File: src/sv/chained_hash_map_top_defines.svh
// Assertion helpers for the chained hash map.
`ifndef CHAINED_HASH_MAP_TOP_DEFINES_SVH
`define CHAINED_HASH_MAP_TOP_DEFINES_SVH
`ifndef SYNTHESIS
`define CMH_ASSERT(label, expr, msg) \
    label: assert property (@(posedge aclk) disable iff (!aresetn) (expr)) else $error(msg);
`define CMH_ASSERT_IMP(label, ante, cons, msg) \
    label: assert property (@(posedge aclk) disable iff (!aresetn) (ante) |-> (cons)) \
        else $error(msg);
`define CMH_ASSERT_NEXT(label, ante, cons, msg) \
    label: assert property (@(posedge aclk) disable iff (!aresetn) (ante) |=> (cons)) \
        else $error(msg);
`else
`define CMH_ASSERT(label, expr, msg)
`define CMH_ASSERT_IMP(label, ante, cons, msg)
`define CMH_ASSERT_NEXT(label, ante, cons, msg)
`endif
`endif

File: src/sv/cmh_ram.sv
`default_nettype none
module cmh_ram #(
    parameter int WIDTH = 32,
    parameter int DEPTH = 64,
    localparam int AW = (DEPTH > 1) ? $clog2(DEPTH) : 1
) (
    input  wire logic             aclk,
    input  wire logic             we,
    input  wire logic [AW-1:0]    waddr,
    input  wire logic [WIDTH-1:0] wdata,
    input  wire logic [AW-1:0]    raddr,
    output logic      [WIDTH-1:0] rdata
);
    logic [WIDTH-1:0] mem [DEPTH];

    always_ff @(posedge aclk) begin
        if (we) begin
            mem[waddr] <= wdata;
        end
        rdata <= mem[raddr];
    end
endmodule
`default_nettype wire

File: config.mk
export PLATFORM = sky130hd
export DESIGN_NAME = cmh_ram
export DESIGN_NICKNAME = d
export VERILOG_FILES = /design/src/sv/chained_hash_map_top_defines.svh /design/src/sv/cmh_ram.sv
export SDC_FILE = /design/constraint.sdc
export NUM_CORES = 2
export LEC_CHECK = 0
export BUFFER_PORTS_ARGS = -buffer_cell sky130_fd_sc_hd__buf_2
export CORE_MARGIN = 2
export CORE_UTILIZATION = 65
export DETAILED_ROUTE_END_ITERATION = 6
export GPL_TIMING_DRIVEN = 1
export MAX_ROUTING_LAYER = met4
export PLACE_DENSITY = 0.86
export RECOVER_POWER = 25
export SYNTH_ARGS = -nofsm -noshare
export SYNTH_HDL_FRONTEND = slang
export SYNTH_SLANG_ARGS = --single-unit
File: constraint.sdc
create_clock -name aclk -period 7.8 [get_ports aclk]
set_input_delay 1.56 -clock aclk [delete_from_list [all_inputs] [get_ports aclk]]
set_output_delay 1.56 -clock aclk [all_outputs]
set_load 0.02 [all_outputs]
After elaboration in Yosys (flattened, before gate mapping)
Memory sizes are Yosys's and may differ from the RTL's. A register that Yosys moved wholly into a read port is not among the register bits.
Index checks and enable logic that the tools add are counted.
Storage, ports and cells
  flip-flop bits (word level): 0
  RAM bits: 2048
  input port bits: 46
  output and inout port bits: 32
  word-level logic and storage cells: 3
  memories kept: 1
Operators by class
  multiplexer cells: 2
Memories
  mem: words 64, width 32, read ports 1, clocked after memory_dff 1, write ports 1, RTL line cmh_ram.sv:14  | logic [WIDTH-1:0] mem [DEPTH];
Operators by type and width (number)
  $mux W1: 2

Depth between registers and ports, before layout
  depth after elaboration: 2
  gate-level depth with buffers: 10
  gate-level depth less buffers: 5

Least setup slack after synthesis
Ideal clock, no wire load.
  path type: input port to flip-flop
  from: input waddr[3]
  to: memory mem[48][0], enable pin
  library setup time: 461 ps
  data arrival time: 4259 ps
  data required time: 7339 ps
  slack: 3080 ps
  cell stages on the path: 4
  path buffers: 1
  path through: clkbuf_1 -> nor2b_1 -> nand4b_1 -> nor3_1
RTL lines
  from (decl): RTL line cmh_ram.sv:9  | input wire logic [AW-1:0] waddr,
  to (decl): RTL line cmh_ram.sv:14
Straight into the memory's write port.

==> metrics.txt <==
critical path type input pin to flip-flop; largest net degree at the start of global routing 94; outcome complete, but fails checks; Bufs on Longest Clock Path 3; worst hold start mem[13][8]$_DFFE_PP_; Final Util 73.0%; switching share of power 22.1%; P_int 17.9 mW; clock power share about two fifths; vias in the first global route 41324; post-cts resize count 0; row count 127; post-synth cell types 34; worst reg-to-reg setup slack 5.06 ns; Post-synth top cells edfxtp_1 (2048), mux4_2 (544), nor2_1 (137), mux2i_1 (93), o22ai_1 (84); first-pass GRT wire length 319000 um; register area share after synthesis 79.1%; # Post-CTS Setup Buffers 0; Max-Cap Viols 23; worst-margin pin slew between 3 and 4 ns; GRT Util Overall 39.3%; vias post-DR 40700; final instance area 87500 um2; final wirelength between 200000 and 250000 um; TritonCTS clock tree yes; CP Launch Type input pin; slowest CP cell a311oi_1; synth warn 0; Die H approximately 350 um; Initial DRC Count 7976; Num CTS Buffers 189; Setup crit end kind flip-flop; Seq pwr share a little over half; Mapped Nets 3370; routed vias/inst 7.68; Worst Reg2Reg Path Length in Cells 5; Layout Nets around 3600; Non-Filler Instances 5299; PortBufs 77; clock tree sinks 2080; Place WS about 2.7 ns; layout cells sized above 1 28.4%; grt total ovfl 0; count leader, synth edfxtp_1; Comb power frac under 10%; hold worst-path end rdata[8]$_DFF_P_; Peak supply drop 0.000263 V; Starting Density 65.5%; post-synth top area cell edfxtp_1; CP startpoint raddr[0]; io pins 78; HP Class flip-flop to flip-flop; CTS Hold Bufs 0; DP Area 81400 um2; crit-path cells buf_8 -> buf_4 -> mux4_2 -> mux2i_1 -> nor2_1 -> a311oi_1 -> nor3_1; GPL Wtd Cong between 0.8 and 0.9; DRC Markers 0; syn_area_per_cell 23.6 um2; Max Freq 219 MHz; crit path time final 4.57 ns; fraction of registers with async set/reset 0%; worst skew pair latency between 0.8 and 0.9 ns; Min-Delay Path Depth 4; Slew HR -155%; Switch Pwr about 5.1 mW; final hold viol count 0; crit path max fanout 70; Die ar. 124000 um2; Data arrival, critical path 5.20 ns; top cell type's share of synthesized area 78.3%; detailed-route wire length per cell 43.3 um; number of antenna violations at the first check in global routing 13; DP Wirelength about 110000 um; crit share post-route 58.6%; crit-path max cell delay ~1.1 ns; Power per Cell Area 262 nW/um2; setup tns final 0 ns; Slew Limit Fails 1495; CP Data Required Time 8.43 ns; Static Leak 27.1 nW; area added between synthesis and finish 11.4%; cells after synthesis 3324; reg-to-reg endpoint rdata[17]$_DFF_P_; final setup fails 0; Post-DRT Antenna Nets 0; failing checks max-capacitance violations, max-slew violations; skew final 0.0341 ns; RSZ-0062 raised after global routing false; Post-synth EDFFs 2048; Core Area 120000 um2; die width ~350 um; Clock Pin Slew Worst Setup and Hold Paths around 0.060 ns; clk root buf clkbuf_16; Seq cells post-synth approximately 2100; Synth area leaders edfxtp_1 (78%), mux4_2 (16%), mux2i_1 (1.2%); post-placement cell count 4933; final setup margin 3.23 ns; H-tree levels 4; drt first pass iters 7; Synth Cell Area 78500 um2; Synth Flop Type edfxtp_1; reg-to-reg startpoint mem[30][17]$_DFFE_PP_
-- routing by layer --
metal | track usage (%) | wire length [um] | vias to the layer above | part of all wire, %
li1 | - | - | 14650 | -
met1 | 48.5 | 68300 | 20500 | 30
met2 | 59.6 | 110000 | 4467 | 48
met3 | 9.89 | 33300 | 1083 | 15
met4 | 23.7 | 17200 | 0 | 7.5
met5 | - | 0 | - | 0
-- cell families after synthesis --
logic type | Yosys count | share of synthesized area (%)
flip-flops | 2080 | 79.1
multiplexers | 637 | 16.8
AND/OR/NAND/NOR | 223 | 1.27
AO/OA/AOI/OAI | 202 | 1.67
buffers and inverters | 182 | 1.13
-- critical path, delay by kind of cell --
family / cells / cell delay (ns)
buf+inv: 2 / 1.41
mux: 2 / 0.80
compound gates: 1 / 1.06
simple gates: 2 / 0.25
-- final cells by class --
class / count / area (um2)
sequential: 2080 / 62100
fill: 5993 / 32300
multi-input combinational: 1062 / 16000
clock buffer: 238 / 5030
tap: 1612 / 2020
timing repair buffer: 179 / 1250
clock inverter: 114 / 1040
antenna: 14 / 35.0
-- flip-flops by register name (all words and copies together), names as in the netlist --
signal and flops:
mem 2048, rdata 32
-- worst max path at each step --
stage,slack [ns],depth (start not counted),endpoint
floorplan,3.08,4,mem[48][0]$_DFFE_PP_
global placement,2.85,6,rdata[30]$_DFF_P_
detailed placement,2.68,6,rdata[30]$_DFF_P_
CTS,3.50,6,rdata[30]$_DFF_P_
global route,3.18,7,rdata[17]$_DFF_P_
finish,3.23,7,rdata[17]$_DFF_P_
-- through the flow --
step,total power [mW],hold slack [ns]
finish,23.0,0.807
global route,23.3,0.845
CTS,22.9,0.798
detailed placement,13.8,0.757
global placement,13.7,0.722
floorplan,13.3,0.663
-- layout by cell type (no fill, tap or decap), types with 3 or more instances in the layout --
cell and count:
buf_8 3, clkinv_2 40, nor3_1 5, a21oi_1 62
bufinv_16 15, mux4_2 544, buf_2 56, o221ai_1 27
clkinvlp_4 7, inv_6 7, diode_2 14, clkbuf_8 3
nand2b_1 7, a311oi_1 8, nor2_1 74, a22oi_1 12
clkbuf_16 193, nand2_1 25, dfxtp_1 32, buf_4 88
o32ai_1 4, buf_12 9, mux2i_1 93, nor2_4 62
edfxtp_1 2048, nand3_1 5, o22ai_1 84, and3_1 4
clkinv_1 38, nand3b_1 5, or3_1 3, a41o_1 4
or3b_2 3, clkbuf_1 65, nor2b_1 14
-- power by group through the flow --
stage	Combinational, mW	Clock [mW]	Sequential, mW
after floorplan	0.602	0	12.7
after global placement	1.06	0	12.7
after detailed placement	1.11	0	12.7
after CTS	1.15	9.31	12.4
after global routing	1.21	9.65	12.5
final	1.18	9.32	12.5
Note: power is estimated with default switching activity, not from simulation.
