### config.mk
export PLATFORM = sky130hd
export DESIGN_NAME = cmh_bucket
export DESIGN_NICKNAME = d
export VERILOG_FILES = /design/src/sv/chained_hash_map_top_defines.svh /design/src/sv/cmh_pkg.sv /design/src/sv/cmh_bucket.sv
export SDC_FILE = /design/constraint.sdc
export NUM_CORES = 1
export LEC_CHECK = 0
export ABC_AREA = 1
export BUFFER_PORTS_ARGS = -buffer_cell sky130_fd_sc_hd__buf_2
export CORE_MARGIN = 2
export CORE_UTILIZATION = 52
export DETAILED_ROUTE_END_ITERATION = 16
export PLACE_DENSITY = 0.76
export SETUP_SLACK_MARGIN = 0.4
export SLEW_MARGIN = 20
export SYNTH_ARGS = -nofsm -noshare
export SYNTH_HDL_FRONTEND = slang
export SYNTH_SLANG_ARGS = --single-unit
export TNS_END_PERCENT = 50
### constraint.sdc
create_clock -name aclk -period 13 [get_ports aclk]
set_clock_uncertainty 0.1 [all_clocks]
set_input_delay 1.3 -clock aclk [delete_from_list [all_inputs] [get_ports aclk]]
set_output_delay 1.3 -clock aclk [all_outputs]
set_load 0.05 [all_outputs]
### src/sv/chained_hash_map_top_defines.svh
// Assertion helpers for the chained hash map.
`ifndef CHAINED_HASH_MAP_TOP_DEFINES_SVH
`define CHAINED_HASH_MAP_TOP_DEFINES_SVH
`ifndef SYNTHESIS
`define CMH_ASSERT(label, expr, msg) \
    label: assert property (@(posedge aclk) disable iff (!aresetn) (expr)) else $error(msg);
`define CMH_ASSERT_IMP(label, ante, cons, msg) \
    label: assert property (@(posedge aclk) disable iff (!aresetn) (ante) |-> (cons)) \
        else $error(msg);
`define CMH_ASSERT_NEXT(label, ante, cons, msg) \
    label: assert property (@(posedge aclk) disable iff (!aresetn) (ante) |=> (cons)) \
        else $error(msg);
`else
`define CMH_ASSERT(label, expr, msg)
`define CMH_ASSERT_IMP(label, ante, cons, msg)
`define CMH_ASSERT_NEXT(label, ante, cons, msg)
`endif
`endif

### src/sv/cmh_pkg.sv
`default_nettype none
package cmh_pkg;
    localparam int KEY_W = 32;
    localparam int VAL_W = 32;

    typedef enum logic [1:0] {
        MODE_INSERT = 2'd0,
        MODE_REMOVE = 2'd1,
        MODE_GET    = 2'd2,
        MODE_NONE   = 2'd3
    } mode_t;

    typedef struct packed {
        logic start;
        logic [KEY_W-1:0] key;
    } bkt_req_t;
endpackage
`default_nettype wire

### src/sv/cmh_bucket.sv
`default_nettype none
module cmh_bucket #(
    parameter int BUCKETS = 13,
    localparam int BW = (BUCKETS > 1) ? $clog2(BUCKETS) : 1
) (
    input  wire logic              aclk,
    input  wire logic              aresetn,
    input  wire cmh_pkg::bkt_req_t req,
    output logic                   done,
    output logic [BW-1:0]          bucket
);
    import cmh_pkg::*;

    localparam int SW = 20;
    localparam int RW = BW + 1;
    localparam logic [RW-1:0] BUCK = RW'(BUCKETS);
    // weight of each key byte: 2^(8k) mod BUCKETS
    localparam logic [SW-1:0] W0   = SW'(1 % BUCKETS);
    localparam logic [SW-1:0] W1   = SW'(256 % BUCKETS);
    localparam logic [SW-1:0] W2   = SW'(65536 % BUCKETS);
    localparam logic [SW-1:0] W3   = SW'(16777216 % BUCKETS);
    localparam logic [SW-1:0] BMUL = SW'(BUCKETS);
    localparam logic [43:0]   RECIP = 44'((1 << 24) / BUCKETS);

    logic [KEY_W-1:0] mag_reg, mag_next;
    logic             neg_reg, neg_next;
    logic [SW-1:0]    sum_reg, sum_next;
    logic [SW-1:0]    q_reg, q_next;
    logic [RW-1:0]    diff_reg, diff_next;
    logic [BW-1:0]    rem_reg, rem_next;
    logic [3:0]       stg_reg, stg_next;
    logic             done_reg, done_next;
    logic [43:0]      prod;
    logic [SW-1:0]    qb;
    logic [RW-1:0]    corr;

    // Pipeline: fold bytes, estimate quotient, subtract, correct and fold sign.
    always_comb begin
        mag_next = mag_reg;
        neg_next = neg_reg;
        if (req.start) begin
            neg_next = req.key[KEY_W-1];
            mag_next = req.key[KEY_W-1] ? (~req.key + 1'b1) : req.key;
        end
        sum_next = SW'(mag_reg[7:0]) * W0 + SW'(mag_reg[15:8]) * W1
                 + SW'(mag_reg[23:16]) * W2 + SW'(mag_reg[31:24]) * W3;
        // quotient estimate is exact or one short
        prod      = 44'(sum_reg) * RECIP;
        q_next    = prod[43:24];
        qb        = q_reg * BMUL;
        diff_next = RW'(sum_reg - qb);
        corr      = (diff_reg >= BUCK) ? diff_reg - BUCK : diff_reg;
        // fold a negative magnitude back to the non-negative remainder
        if (neg_reg && corr != '0) begin
            rem_next = BW'(BUCK - corr);
        end else begin
            rem_next = BW'(corr);
        end
        stg_next  = {stg_reg[2:0], req.start};
        done_next = stg_reg[3];
    end

    always_ff @(posedge aclk) begin
        if (!aresetn) begin
            stg_reg  <= '0;
            done_reg <= 1'b0;
        end else begin
            stg_reg  <= stg_next;
            done_reg <= done_next;
        end
        mag_reg  <= mag_next;
        neg_reg  <= neg_next;
        sum_reg  <= sum_next;
        q_reg    <= q_next;
        diff_reg <= diff_next;
        rem_reg  <= rem_next;
    end

    assign done   = done_reg;
    assign bucket = rem_reg;
endmodule
`default_nettype wire

Word-level counts from Yosys, hierarchy flattened
Cells that the tools add are included.
{"block": "classes", "addsub": 7, "mul": 4, "div_mod_pow": 0, "magnitude_cmp": 1, "n_eq_ne": 0, "n_shift": 0, "n_mux": 3, "bitwise_logic": 1, "reduce_logical": 2}
{"op": "15-bit by 21-bit multiplier with 36-bit output (second input constant)", "n": 1}
{"op": "32-bit by 1-bit adder with 32-bit output (second input constant)", "n": 1}
{"op": "32-bit NOT", "n": 1}
{"op": "31-bit 2-to-1 mux", "n": 1}
{"op": "17-bit by 4-bit multiplier with 5-bit output (second input constant)", "n": 1}
{"op": "14-bit by 8-bit adder with 15-bit output", "n": 1}
{"op": "13-bit by 10-bit adder with 14-bit output", "n": 1}
{"op": "8-bit by 12-bit adder with 13-bit output", "n": 1}
{"op": "8-bit by 4-bit multiplier with 12-bit output (second input constant)", "n": 1}
{"op": "8-bit by 2-bit multiplier with 10-bit output (second input constant)", "n": 1}
{"op": "5-bit by 4-bit greater-or-equal comparator with 1-bit output (second input constant)", "n": 1}
{"op": "5-bit 2-to-1 mux", "n": 1}
{"op": "5-bit nonzero test", "n": 1}
{"op": "5-bit by 4-bit subtractor with 5-bit output (second input constant)", "n": 1}
{"op": "5-bit subtractor", "n": 1}
{"op": "4-bit 2-to-1 mux", "n": 1}
{"op": "4-bit subtractor (first input constant)", "n": 1}
{"op": "1-bit logical AND", "n": 1}
{"block": "totals", "ff_bits": 79, "latch_bits": 0, "mem_bits_rw": 0, "rom_bits": 0, "in_bits": 35, "out_inout_bits": 5, "word_cells": 27, "mem_count": 0}

Longest topological paths before layout
Gate-level depths: netlist of the first run.
{"block": "depth", "word_depth": 5, "ltp_mapped": 22, "depth_no_buf": 22}

Least setup slack after synthesis of the first run
Ideal clock, no wire load.
{"block": "synth_timing", "kind": "reg-to-reg", "from": "reg sum_reg[2]", "to": "reg q_reg[4]", "setup_time_ns": 0.112, "t_arrival_ns": 4.608, "t_required_ns": 12.788, "slack_ns": 8.180, "path_stages_with_launch": 19, "n_path_buf": 0, "synth_period_minus_slack_ns": 4.820, "cell_sequence": "dfxtp_1 fa_1 inv_1 fa_1 inv_1 fa_1 fa_1 fa_1 inv_1 fa_1 inv_1 ha_1 a21o_1 a21oi_1 nand2_1 a21oi_1 nand2_1 nand2_1 nand2_1"}
{"block": "synth_between", "elab_chain_len": 1}
{"element": "start: declaration", "line": "cmh_bucket.sv:27", "text": "logic [SW-1:0] sum_reg, sum_next;"}
{"element": "start signal: assignment", "line": "cmh_bucket.sv:73", "text": "sum_reg <= sum_next;"}
{"element": "15-bit by 21-bit multiplier with 36-bit output", "line": "cmh_bucket.sv:48", "text": "prod = 44'(sum_reg) * RECIP;"}
{"element": "net prod[28]", "line": "cmh_bucket.sv:33", "text": "logic [43:0] prod;"}
{"element": "end signal: assignment", "line": "cmh_bucket.sv:74", "text": "q_reg <= q_next;"}
{"element": "end: declaration", "line": "cmh_bucket.sv:28", "text": "logic [SW-1:0] q_reg, q_next;"}
The timed path passes the listed nets, and every way through them passes these cells.
A chain may end at the register's enable or synchronous reset.

Final worst setup path of the first run
Same ends and word-level chain as after synthesis.

==> results of run 1 <==
-- cell type report --
| type | count | area share (%) |
|---|---|---|
| clock buffer | 10 | 2.76 |
| multi-input combinational | 648 | 63.4 |
| sequential | 65 | 18.0 |
| timing repair buffer | 39 | 2.15 |
| clock inverter | 6 | 0.787 |
| inverter | 240 | 9.94 |
| tap | 216 | 2.98 |
-- kinds of logic (layout without fill, tap and decap cells) --
| group | after synthesis | count (layout) |
|---|---|---|
| adders and majority gates | 229 | 229 |
| DFF | 65 | 65 |
| buffers and inverters | 244 | 295 |
| xor gates and xnor gates | 50 | 50 |
| and+or+nand+nor | 286 | 286 |
| AOI/OAI and AO/OA | 83 | 83 |
-- path summary, 6_finish.rpt --
kind | slack (ns) | end | depth (start not counted)
worst max register to register | 7.85 | q_reg[4] | 18
worst min-delay path | 0.31 | stg_reg[1] | 2
worst max-delay path | 7.85 | q_reg[4] | 18
worst min register to register | 0.31 | stg_reg[1] | 2
-- metal layers --
layer / part of all wire, % / global-route usage [%] / up-vias
met4: 4.3 / 10.9 / 0
met1: 42 / 26.2 / 2850
met5: 0 / 0 / -
li1: - / - / 3071
met2: 50 / 38.4 / 115
met3: 2.9 / 3.16 / 41
-- worst register-to-register path, cell delays in order (launching register included) --
cell,delay [ns]
dfxtp_1,0.59
fa_1,0.49
inv_1,0.09
fa_1,0.42
inv_1,0.11
fa_1,0.43
fa_1,0.48
fa_1,0.54
inv_1,0.06
fa_1,0.53
inv_1,0.04
ha_1,0.34
a21o_1,0.20
a21oi_1,0.18
nand2_1,0.08
a21oi_1,0.20
nand2_1,0.07
nand2_1,0.06
nand2_1,0.04
-- per-stage QoR --
stage / setup slack [ns] / hold slack [ns] / cell area, µm²
after floorplan: 8.18 / 0.286 / 8290
after global placement: 7.93 / 0.294 / 8740
after detailed placement: 7.85 / 0.300 / 8740
after CTS: 7.84 / 0.315 / 9060
after global routing: 7.51 / 0.335 / 9060
final: 7.85 / 0.311 / 9060
-- layout by cell type (no fill, tap or decap), types with 3 or more instances in the layout --
cell type  netlist  final
nor2_1          56     56
nor2_2           7      7
o21bai_1         5      5
nor3_1           6      6
nor2_4           3      3
clkinv_4         0      3
nand3_2          5      5
ha_1           134    134
a21oi_1         36     36
inv_1          240    240
o21ai_0         27     27
clkbuf_16        0     10
nand2_2          3      3
nand3b_1         4      4
nand4_1          6      6
fa_1            95     95
xnor2_1         12     12
dfxtp_1         32     32
buf_2            2     39
nand2_1        149    149
nand3_1         43     43
edfxtp_1        33     33
a21boi_0         3      3
xor2_1          38     38
a21o_1           5      5
==> qor.csv, run 1 <==
stage,metric,value,unit
grt,antenna_found_initial,0,
detailed_routing,wl_per_cell,14.3,µm
sta,relSlewSlack,49.4,%
synthesis,ys_types,33,
sta,max_clock_freq,0.194,GHz
floorplan,ioPinCount,40,
grt,grt_pass1_wl,28.2,mm
final_layout,regArea,1630,µm²
grt,grt_max_degree,35,
setup_path,worstSetupPathType,reg -> reg,
setup_path,cp-startpoint,sum_reg[2],
setup_path,cp_slowest_cell,dfxtp_1,
setup_path,cp_data_required_time,13.14,ns
synthesis,yosys.area_share.simple,15.2,%
clock_network,cts_tree,yes,
synthesis,synth_top_area_cell,fa_1,
synthesis,synth_seq_area_share,19.7,%
final_layout,fillerInstances,1366,
synthesis,netlist_area,8290,µm²
setup_path,r2r-start,sum_reg[2],
clock_network,clk_latency,0.35,ns
setup_path,cp-start-kind,flop,
detailed_routing,drt_pre_antenna_iters,4,
clock_network,cts_max_path_buffers,2,
synthesis,netlist_top_cells_count,"240 x inv_1, 149 x nand2_1, 134 x ha_1, 95 x fa_1, 56 x nor2_1",
sta,setup_viol,0,
detailed_routing,finalWirelength,17.5,mm
clock_network,cts_sinks,65,
floorplan,die_y,130,µm
synthesis,synth_compound_area_share,5.60,%
clock_network,cts_buffers,9,
synthesis,synth.most_common_cell,inv_1,
setup_path,path_common_cell,fa_1,
sta,period_needed,5.15,ns
synthesis,synth_fa_ha_area_share,43.2,%
synthesis,synth_top_family_by_area,adder cells,
detailed_routing,vias,6077,
floorplan,start_util,52.8,%
final_layout,layout.cells.non_filler,1224,
min_path,min_from,stg_reg[0],
synthesis,syn_area_per_cell,8.66,µm²
setup_path,worstPathCellList,"fa_1, inv_1, fa_1, inv_1, fa_1, fa_1, fa_1, inv_1, fa_1, inv_1, ha_1, a21o_1, a21oi_1, nand2_1, a21oi_1, nand2_1, nand2_1, nand2_1",
detailed_routing,drt_iter0_markers,288,
placement,numPortBuffers,39,
detailed_routing,viasPerCell,4.96,
sta,worst_slew_pin_slew,0.760,ns
detailed_routing,drc,0,
grt,track_usage,21.9,%
synthesis,synth_edf_count,33,
synthesis,ys.flop_type,edfxtp_1,
setup_path,cp.buffers_inverters,4,
setup_path,path_max_fanout,10,
final_layout,num_antenna_cells,0,
clock_network,htreeDepth,3,
synthesis,syn_inst,957,
floorplan,die_w,130,µm
grt,grt_overflow_total,0,
placement,place_inst,1208,
sta,drv_slew,0,
synthesis,synthTopCellsByArea,"fa_1 23%, ha_1 20%, edfxtp_1 12%",
sta,tns,0,ns
final_layout,multi_input_area,5740,µm²
clock_network,ctsResizeCount,0,
final_layout,final_layout_size_suffix_gt1_share,7.74,%
sta,finalCritPeriodShare,39.6,%
final_layout,final_util,57.7,%
synthesis,synth_mux_area_share,0,%
floorplan,die-area,17000,µm²
setup_path,critPathTopFamily,adder cells,
synthesis,synthArstFlopShare,0,%
placement,gp_congestion,0.936,
floorplan,std_cell_rows,46,
setup_path,critPathArrivalTime,5.30,ns
sta,hold_violations,0,
status,status,"finished, final reports clean",
flow_run,drv_cap,0,
min_path,hold_class,reg -> reg,
synthesis,synth_xor_xnor_area_share,5.28,%
setup_path,endpoint_kind,flop,
floorplan,core_area,15700,µm²
clock_network,ctsHoldBuffers,0,
sta,rsz0062_at_grt,no,
clock_network,postCtsSetupBuffers,0,
setup_path,critPathMaxStageDelay,0.59,ns
synthesis,ys_warn_count,0,
placement,hpwlAfterDp,15.0,mm
grt,grt_pass1_vias,6055,
final_layout,fin_nets,1267,
final_layout,areaGrowthSynthToFinish,9.28,%
detailed_routing,ant_nets,0,
clock_network,cts-root-buf,clkbuf_16,
synthesis,synth.top_cell.area_share,22.9,%
final_layout,largest_register_ffs,32,
clock_network,path_clk_slew,0.06,ns
synthesis,syn-num-nets,1221,
synthesis,ys_ff_latch,65,
Power of run 1 is not shown: default switching activity piles up to over one toggle a cycle in this logic, so the estimate is an artifact.
==> inputs of run 2 (changes only) <==
Settings changed: PLACE_DENSITY 0.76 to 0.79.
Clock period 13 ns to 4.6 ns, I/O delays scaled along.
==> qor.csv, run 2 (same netlist as run 1, synthesis figures left out) <==
stage,metric,value,unit
detailed_routing,finalWirelength,18.2,mm
detailed_routing,drc,0,
clock_network,cts_sinks,65,
placement,hpwlAfterDp,15.6,mm
grt,grt_overflow_total,0,
floorplan,std_cell_rows,46,
setup_path,critPathArrivalTime,4.85,ns
detailed_routing,ant_nets,0,
placement,numPortBuffers,39,
flow_run,drv_cap,0,
final_layout,layout.cells.non_filler,1261,
detailed_routing,drt_pre_antenna_iters,5,
sta,fin_hold_ws,0.204,ns
detailed_routing,wl_per_cell,14.5,µm
floorplan,die_y,130,µm
placement,gp_congestion,0.916,
placement,place_inst,1244,
setup_path,path_max_fanout,5,
clock_network,htreeDepth,3,
clock_network,path_clk_slew,0.06,ns
detailed_routing,vias,6217,
sta,drv_slew,0,
grt,antenna_found_initial,0,
sta,relSlewSlack,49.8,%
grt,grt_pass1_wl,29.0,mm
sta,finalCritPeriodShare,102,%
setup_path,worstSetupPathType,reg -> reg,
clock_network,ctsHoldBuffers,0,
final_layout,fillerInstances,1325,
grt,grt_max_degree,35,
setup_path,cp_data_required_time,4.74,ns
floorplan,die-area,17000,µm²
floorplan,die_w,130,µm
floorplan,core_area,15700,µm²
clock_network,cts_max_path_buffers,2,
floorplan,start_util,52.8,%
final_layout,areaGrowthSynthToFinish,13.7,%
sta,rsz0062_at_grt,yes,
final_layout,largest_register_ffs,32,
floorplan,ioPinCount,40,
sta,max_clock_freq,0.213,GHz
grt,track_usage,22.7,%
final_layout,num_antenna_cells,0,
final_layout,regArea,1640,µm²
placement,dp_slack,-0.122,ns
final_layout,fin_nets,1304,
sta,setup_ws,-0.103,ns
sta,period_needed,4.70,ns
clock_network,cts_buffers,9,
final_layout,final_layout_size_suffix_gt1_share,13.8,%
final_layout,multi_input_area,5850,µm²
status,status,"finished, violations left",
final_layout,final_common_cell,inv_1,
grt,grt_pass1_vias,6302,
min_path,hold_class,in -> reg,
sta,tns,-0.252,ns
clock_network,cts-root-buf,clkbuf_16,
sta,setup_viol,5,
status,violations,setup timing,
sta,worst_slew_pin_slew,0.753,ns
setup_path,cp-start-kind,flop,
sta,hold_violations,0,
clock_network,clk_latency,0.34,ns
detailed_routing,drt_iter0_markers,282,
setup_path,endpoint_kind,flop,
final_layout,final_cell_mix,"236 x inv_1, 147 x nand2_1, 130 x ha_1",
clock_network,cts_tree,yes,
setup_path,regToRegSetupSlack,-0.10,ns
detailed_routing,viasPerCell,4.93,
## run 2: cell types whose count changed in the layout (fill, tap and decap cells not counted), sizes merged
cell	change
clkbuf	-1
inv	+3
clkinv	-1
bufinv	-1
buf	+37
## run 2: final timing paths
check | endpoint | start | cells after the start
worst max-delay path | q_reg[4] | sum_reg[1] | 18
worst min-delay path | mag_reg[0] | req[0] | 1
worst max register to register | q_reg[4] | sum_reg[1] | 18
worst min register to register | stg_reg[1] | stg_reg[0] | 2
## run 2: critical path, stage by stage (launching register included)
cell,delay [ns]
dfxtp_4,0.35
fa_1,0.53
inv_1,0.05
fa_1,0.49
inv_2,0.06
fa_1,0.54
fa_2,0.44
fa_1,0.48
inv_1,0.05
fa_1,0.48
inv_2,0.05
ha_4,0.23
a21o_1,0.18
a21oi_2,0.15
nand2_1,0.08
a21oi_2,0.17
nand2_1,0.06
nand2_1,0.06
nand2_1,0.05
## run 2: metal layers
metal / GRT usage, % / wire length [µm] / vias to the layer above
met2: 42.0 / 9450 / 136
met1: 25.8 / 7510 / 2901
met4: 8.98 / 573 / 0
met3: 3.98 / 702 / 29
li1: - / - / 3151
met5: 0 / 0 / -
## run 2: through the flow
step | cell area, µm² | utilization, %
2_1_floorplan | 8320 | -
4_1_cts | 9380 | 59.7
3_3_place_gp | 9050 | 57.6
3_5_place_dp | 9050 | 57.6
5_1_grt | 9420 | 60.0
6_report | 9420 | 60.0
## run 2: layout make-up
cell class                 count  share of cell area, %
multi-input combinational    648                   62.1
sequential                    65                   17.4
inverter                     240                   9.56
timing repair buffer          76                   5.15
tap                          216                   2.87
clock buffer                   9                   2.39
clock inverter                 7                  0.531
## run 2: repair_timing
| item | in CTS | in global routing |
|---|---|---|
| resized for setup | 11 | 13 |
| pin swaps | 11 | 8 |
| endpoints found under the hold margin | 0 | 0 |
| setup endpoints to repair | 5 | 5 |
| setup buffers | 1 | 0 |
Power of run 2 is left out for the same reason.
